**src/rtl/core/volume_axis_projection_macros.svh**
```systemverilog
// -----------------------------------------------------------------------------
// volume_axis_projection assertion macros
// Concurrent assertion helpers clocked on clk_i, disabled during rst_ni low.
// -----------------------------------------------------------------------------
`ifndef VOLUME_AXIS_PROJECTION_MACROS_SVH
`define VOLUME_AXIS_PROJECTION_MACROS_SVH

`ifndef SYNTHESIS
// property must hold on every clock edge out of reset
`define VAP_ASSERT(label, prop) \
  label: assert property (@(posedge clk_i) disable iff (!rst_ni) (prop)) \
    else $error("%m: assertion failed");
// expression must never be true out of reset
`define VAP_ASSERT_NEVER(label, expr) \
  `VAP_ASSERT(label, !(expr))
`else
`define VAP_ASSERT(label, prop)
`define VAP_ASSERT_NEVER(label, expr)
`endif

`endif

```
**src/rtl/core/vap_pkg.sv**
```systemverilog
// -----------------------------------------------------------------------------
// vap_pkg
// Shared constants, codes and types of the volume axis projection block.
// -----------------------------------------------------------------------------
package vap_pkg;

  localparam int MAX_WIDTH  = 32;
  localparam int MAX_HEIGHT = 32;
  localparam int MAX_DEPTH  = 32;

  // longest voxel line along any axis
  localparam int LINE_MAX = 32;

  localparam int DIM_W  = 6;                      // config dimension field
  localparam int IDX_W  = $clog2(LINE_MAX);       // index inside one line
  localparam int CNT_W  = IDX_W + 1;              // count up to LINE_MAX
  localparam int PIX_W  = 2 * IDX_W;              // projected pixel index
  localparam int TOT_W  = PIX_W + 1;              // pixel count
  localparam int ADDR_W = 3 * IDX_W;              // voxel address
  localparam int VOL_W  = ADDR_W + 1;             // voxel count
  localparam int VOX_W  = 8;
  localparam int SUM_W  = VOX_W + IDX_W;          // line sum
  localparam int DIV_W  = SUM_W;                  // divider dividend/quotient

  localparam int VOX_DEPTH = MAX_WIDTH * MAX_HEIGHT * MAX_DEPTH;

  localparam logic [DIM_W-1:0] DIM_RESET = DIM_W'(32);
  localparam logic [VOX_W-1:0] VOX_MAX   = VOX_W'(255);

  typedef enum logic [1:0] {
    FUNC_LOAD   = 2'd0,
    FUNC_EMIT   = 2'd1,
    FUNC_REWIND = 2'd2,
    FUNC_NONE   = 2'd3
  } func_e;

  typedef enum logic [1:0] {
    AXIS_X = 2'd0,
    AXIS_Y = 2'd1,
    AXIS_Z = 2'd2
  } axis_e;

  typedef enum logic [1:0] {
    MODE_MIN    = 2'd0,
    MODE_MAX    = 2'd1,
    MODE_MEAN   = 2'd2,
    MODE_MEDIAN = 2'd3
  } mode_e;

  typedef enum logic [2:0] {
    CFG_AXIS   = 3'd0,
    CFG_MODE   = 3'd1,
    CFG_WIDTH  = 3'd2,
    CFG_HEIGHT = 3'd3,
    CFG_DEPTH  = 3'd4
  } cfg_idx_e;

  // divider result bundle
  typedef struct packed {
    logic             done;
    logic [DIV_W-1:0] quot;
    logic [DIM_W-1:0] rem;
  } vap_div_res_t;

  // 0 acts as 1, anything above the maximum acts as the maximum
  function automatic logic [DIM_W-1:0] clamp_dim(logic [DIM_W-1:0] v, int maxv);
    logic [DIM_W-1:0] r;
    r = v;
    if (v == '0) begin
      r = DIM_W'(1);
    end else if (v > DIM_W'(maxv)) begin
      r = DIM_W'(maxv);
    end
    return r;
  endfunction

endpackage

```
**src/rtl/core/vap_div.sv**
```systemverilog
// -----------------------------------------------------------------------------
// vap_div
// Restoring radix-2 divider, one quotient bit per cycle, shared by the
// pixel index split and the line mean.
// -----------------------------------------------------------------------------
module vap_div (
  input  logic                       clk_i,
  input  logic                       rst_ni,
  input  logic                       start_i,
  input  logic [vap_pkg::DIV_W-1:0]  dividend_i,
  input  logic [vap_pkg::DIM_W-1:0]  divisor_i,
  output vap_pkg::vap_div_res_t      res_o
);
  import vap_pkg::*;

  localparam int STEP_W = $clog2(DIV_W);

  logic              busy_q;
  logic              done_q;
  logic [STEP_W-1:0] cnt_q;
  logic [DIM_W:0]    rem_q;
  logic [DIV_W-1:0]  quo_q;
  logic [DIM_W-1:0]  dsr_q;

  logic [DIM_W:0]    rem_sh;
  logic              fits;

  assign rem_sh = {rem_q[DIM_W-1:0], quo_q[DIV_W-1]};
  assign fits   = rem_sh >= {1'b0, dsr_q};

  always_ff @(posedge clk_i or negedge rst_ni) begin
    if (!rst_ni) begin
      busy_q <= 1'b0;
      done_q <= 1'b0;
      cnt_q  <= '0;
    end else begin
      done_q <= 1'b0;
      if (start_i) begin
        busy_q <= 1'b1;
        cnt_q  <= STEP_W'(DIV_W - 1);
      end else if (busy_q) begin
        cnt_q <= cnt_q - 1'b1;
        if (cnt_q == '0) begin
          busy_q <= 1'b0;
          done_q <= 1'b1;
        end
      end
    end
  end

  always_ff @(posedge clk_i) begin
    if (start_i) begin
      rem_q <= '0;
      quo_q <= dividend_i;
      dsr_q <= divisor_i;
    end else if (busy_q) begin
      rem_q <= fits ? (rem_sh - {1'b0, dsr_q}) : rem_sh;
      quo_q <= {quo_q[DIV_W-2:0], fits};
    end
  end

  assign res_o.done = done_q;
  assign res_o.quot = quo_q;
  assign res_o.rem  = rem_q[DIM_W-1:0];

endmodule

```
**config.mk**
```make
export PLATFORM = sky130hd
export DESIGN_NAME = vap_div
export DESIGN_NICKNAME = d
export VERILOG_FILES = /design/src/rtl/core/volume_axis_projection_macros.svh /design/src/rtl/core/vap_pkg.sv /design/src/rtl/core/vap_div.sv
export SDC_FILE = /design/constraint.sdc
export NUM_CORES = 1
export LEC_CHECK = 0
export BUFFER_PORTS_ARGS = -buffer_cell sky130_fd_sc_hd__buf_2
export CORE_AREA = 3 3 60 62
export CTS_CLUSTER_SIZE = 12
export DETAILED_ROUTE_END_ITERATION = 16
export DIE_AREA = 0 0 63 65
export HOLD_SLACK_MARGIN = 0.15
export PLACE_DENSITY = 0.81
export SYNTH_ARGS = -nofsm -noshare
export SYNTH_HDL_FRONTEND = slang
export SYNTH_SLANG_ARGS = --single-unit
```
**constraint.sdc**
```tcl
create_clock -name clk_i -period 2.7 [get_ports clk_i]
set_input_delay 0.27 -clock clk_i [delete_from_list [all_inputs] [get_ports clk_i]]
set_output_delay 0.27 -clock clk_i [all_outputs]
set_load 0.05 [all_outputs]
```
==> results.cfg <==
[outcome]
status = completed

[sta]
maxSlewHeadroom_pct = 57.99
skew_ns = 0.008939
min_period_ns = 2.233
finalCritPeriodShare_pct = 82.71
finalHoldViolCount = 0
slew_viol_final = 0
final.setup.tns_ns = 0
setup_viol = 0
fmax_ghz = 0.4478
rsz0062_at_grt = no
tightest_slew_ns = 0.6301
fin_ws_ns = 0.4667

[placed_design]
port_buffers = 41
dp_hpwl_um = 2176
place.gp.congestion = 0.7495
pre_cts_slack_ns = 0.4757

[die]
die_h_um = 65
fp-row-count = 20
top_level_ports = 42
initial_core_util_pct = 51.91
core_um2 = 3078
die_w_um = 63
die_area_um2 = 4095

[detailed_routing]
ant_nets = 0
routedWlPerCell_um = 12.72
drt_iter0_drc = 36
num_vias = 1143
dr.pass1.iters = 4
via_per_inst = 5.035
drc = 0
wl_um = 2888

[synth]
syn_nets = 164
synthTopCellsByCount = edfxtp_1, mux2_2, nor2_1, inv_1, ha_1
synth_area_leaders = edfxtp_1, mux2_2, dfrtp_1, dfxtp_1, ha_1
synthCells = 133
synth_fa_ha_area_share_pct = 7.518
yosys.area_share.simple_pct = 9.945
synth_edf_count = 19
synth.yosys.warnings = 0
synth_seq_cells = 31
yosysMostFrequentCell = edfxtp_1
yosysUniqueCellTypes = 38
synth_area_um2 = 1598
synth_compound_area_share_pct = 9.475
synth_top_family_by_area = multiplexers
synth_mux_area_share_pct = 12.69
yosysTopAreaCellShare_pct = 35.71
synth_largest_area_cell = edfxtp_1
synth_xor_area_share_pct = 2.741
async_flop_share_pct = 19.35
seq_area_frac_synth_pct = 52.62
synthFlopType = edfxtp_1
synth.avg_cell_area_um2 = 12.01

[min_path]
hold_depth = 2
hold_class = primary input to register
worst_hold_path.endpoint = quo_q[3]$_DFFE_PP_
worstHoldStart = dividend_i[3]

[grt]
grt_overflow = 0
grt_max_degree = 23
grt_pass1_wl_um = 5023
grtUsageTotal_pct = 16.36
grt_pass1_vias = 1182
antenna_found_initial = 0

[layout]
nets = 213
drive_gt1_share_pct = 36.07
syn_to_final_growth_pct = 21.85
diodes = 0
fin_util_pct = 63.25

[power]
power-per-cell-area_nw_per_um2 = 893.3
peakVddDrop_v = 0.0004726
cell_internal_pwr_uw = 1003
pwr-share-comb_pct = 47.2
swShare_pct = 42.32
p_leak_uw = 0.0008832
p_clk_share_pct = 14.6
p_seq_share_pct = 38.1
power_switching_uw = 736.0

[critical_path]
reg2reg_from = rem_q[3]$_SDFFE_PP0P_
rrSetupSlack_ns = 0.47
path_class = register to register
cp_max_fo = 9
r2r_end = rem_q[1]$_SDFFE_PP0P_
rr_worst_depth = 6
cp-start-kind = register
crit_required_ns = 2.92
startpoint = rem_q[3]$_SDFFE_PP0P_
worstPathArrival_ns = 2.45
setup.worst_path.end_class = register

[cts]
cts_tree = built
cts_resized = 0
cts.hold.buffers_added = 7
cts-root-buf = clkbuf_4
numCtsBuffers = 5
cts_buffer_depth = 2
cts_sinks = 31
htree_num_levels = 2
clk_pin_slew_ns = 0.10
post_cts_buffers = 0
clock_latency_ns = 0.34

[flow_run]
max_cap_violations = 0
power by group through the flow:
stage	sequential (uW)	combinational, uW	clock, uW
after floorplan	904	436	0
after global placement	668	784	0
after detailed placement	675	817	0
after CTS	664	827	266
after global routing	678	892	291
final	663	821	255
area by class of cell:
cell class              count  area, um^2
clock buffers               6       41.29
clock inverters             2       8.758
fillers                   255        1131
inverters                  11       41.29
multi-input cells          84       676.9
flip-flops and latches     31       840.8
well taps                  44       55.05
repair buffers             49       282.8
worst max path at each step:
| stage | end | cells past startpoint |
|---|---|---|
| floorplan | rem_q[1]$_SDFFE_PP0P_ | 7 |
| global placement | rem_q[1]$_SDFFE_PP0P_ | 7 |
| detailed placement | rem_q[1]$_SDFFE_PP0P_ | 6 |
| CTS | rem_q[1]$_SDFFE_PP0P_ | 6 |
| global route | rem_q[0]$_SDFFE_PP0P_ | 7 |
| finish | rem_q[1]$_SDFFE_PP0P_ | 6 |
state kept, by name (all words and copies together), names as in the netlist:
signal  flops
quo_q      13
dsr_q       6
rem_q       6
cnt_q       4
busy_q      1
done_q      1
metal layers:
layer | routed length (um) | global-route usage, % | up-vias
li1 | - | - | 574
met1 | 1170 | 16.89 | 529
met2 | 1455 | 27.67 | 30
met3 | 162 | 7.452 | 10
met4 | 99 | 8.815 | 0
met5 | 0 | 0 | -
cells by family (layout without fill, tap and decap cells):
kind of cell	Yosys count	in the layout
flip-flops	31	31
adder cells (fa/ha/maj)	9	9
XOR/XNOR	5	5
AND/OR/NAND/NOR	30	30
AO/OA/AOI/OAI	22	22
multiplexers	18	18
buffers and inverters	18	68
critical path: stages (launching register included):
cell and delay [ns]:
dfxtp_1 0.35, ha_1 0.37, a21o_1 0.18, a211o_1 0.29, a41o_1 0.35, nor4bb_1 0.20, or3_1 0.37
metrics by stage:
stage / hold slack, ns / std cells / total power [uW] / cell area, um^2
after floorplan: -0.02559 / 133 / 1340 / 1598
after global placement: 0.09513 / 212 / 1452 / 1827
after detailed placement: 0.1002 / 212 / 1492 / 1827
after CTS: 0.2164 / 227 / 1756 / 1947
after global routing: 0.2021 / 227 / 1861 / 1947
final: 0.2284 / 227 / 1739 / 1947
cell usage in the layout (no fill, tap or decap), types with 2 or more instances in the layout:
master,n
a21o_1,2
dlygate4sd3_1,7
nand2_1,3
xnor2_1,3
clkbuf_4,5
mux2i_1,3
dfxtp_1,6
mux2_2,14
nand2b_1,3
edfxtp_1,19
o21ai_0,4
a211oi_1,5
a21oi_1,5
nor2_1,13
nor3b_1,3
dfrtp_1,6
ha_1,8
buf_2,41
inv_1,11
xor2_1,2
Power figures use the tool's default switching activity.
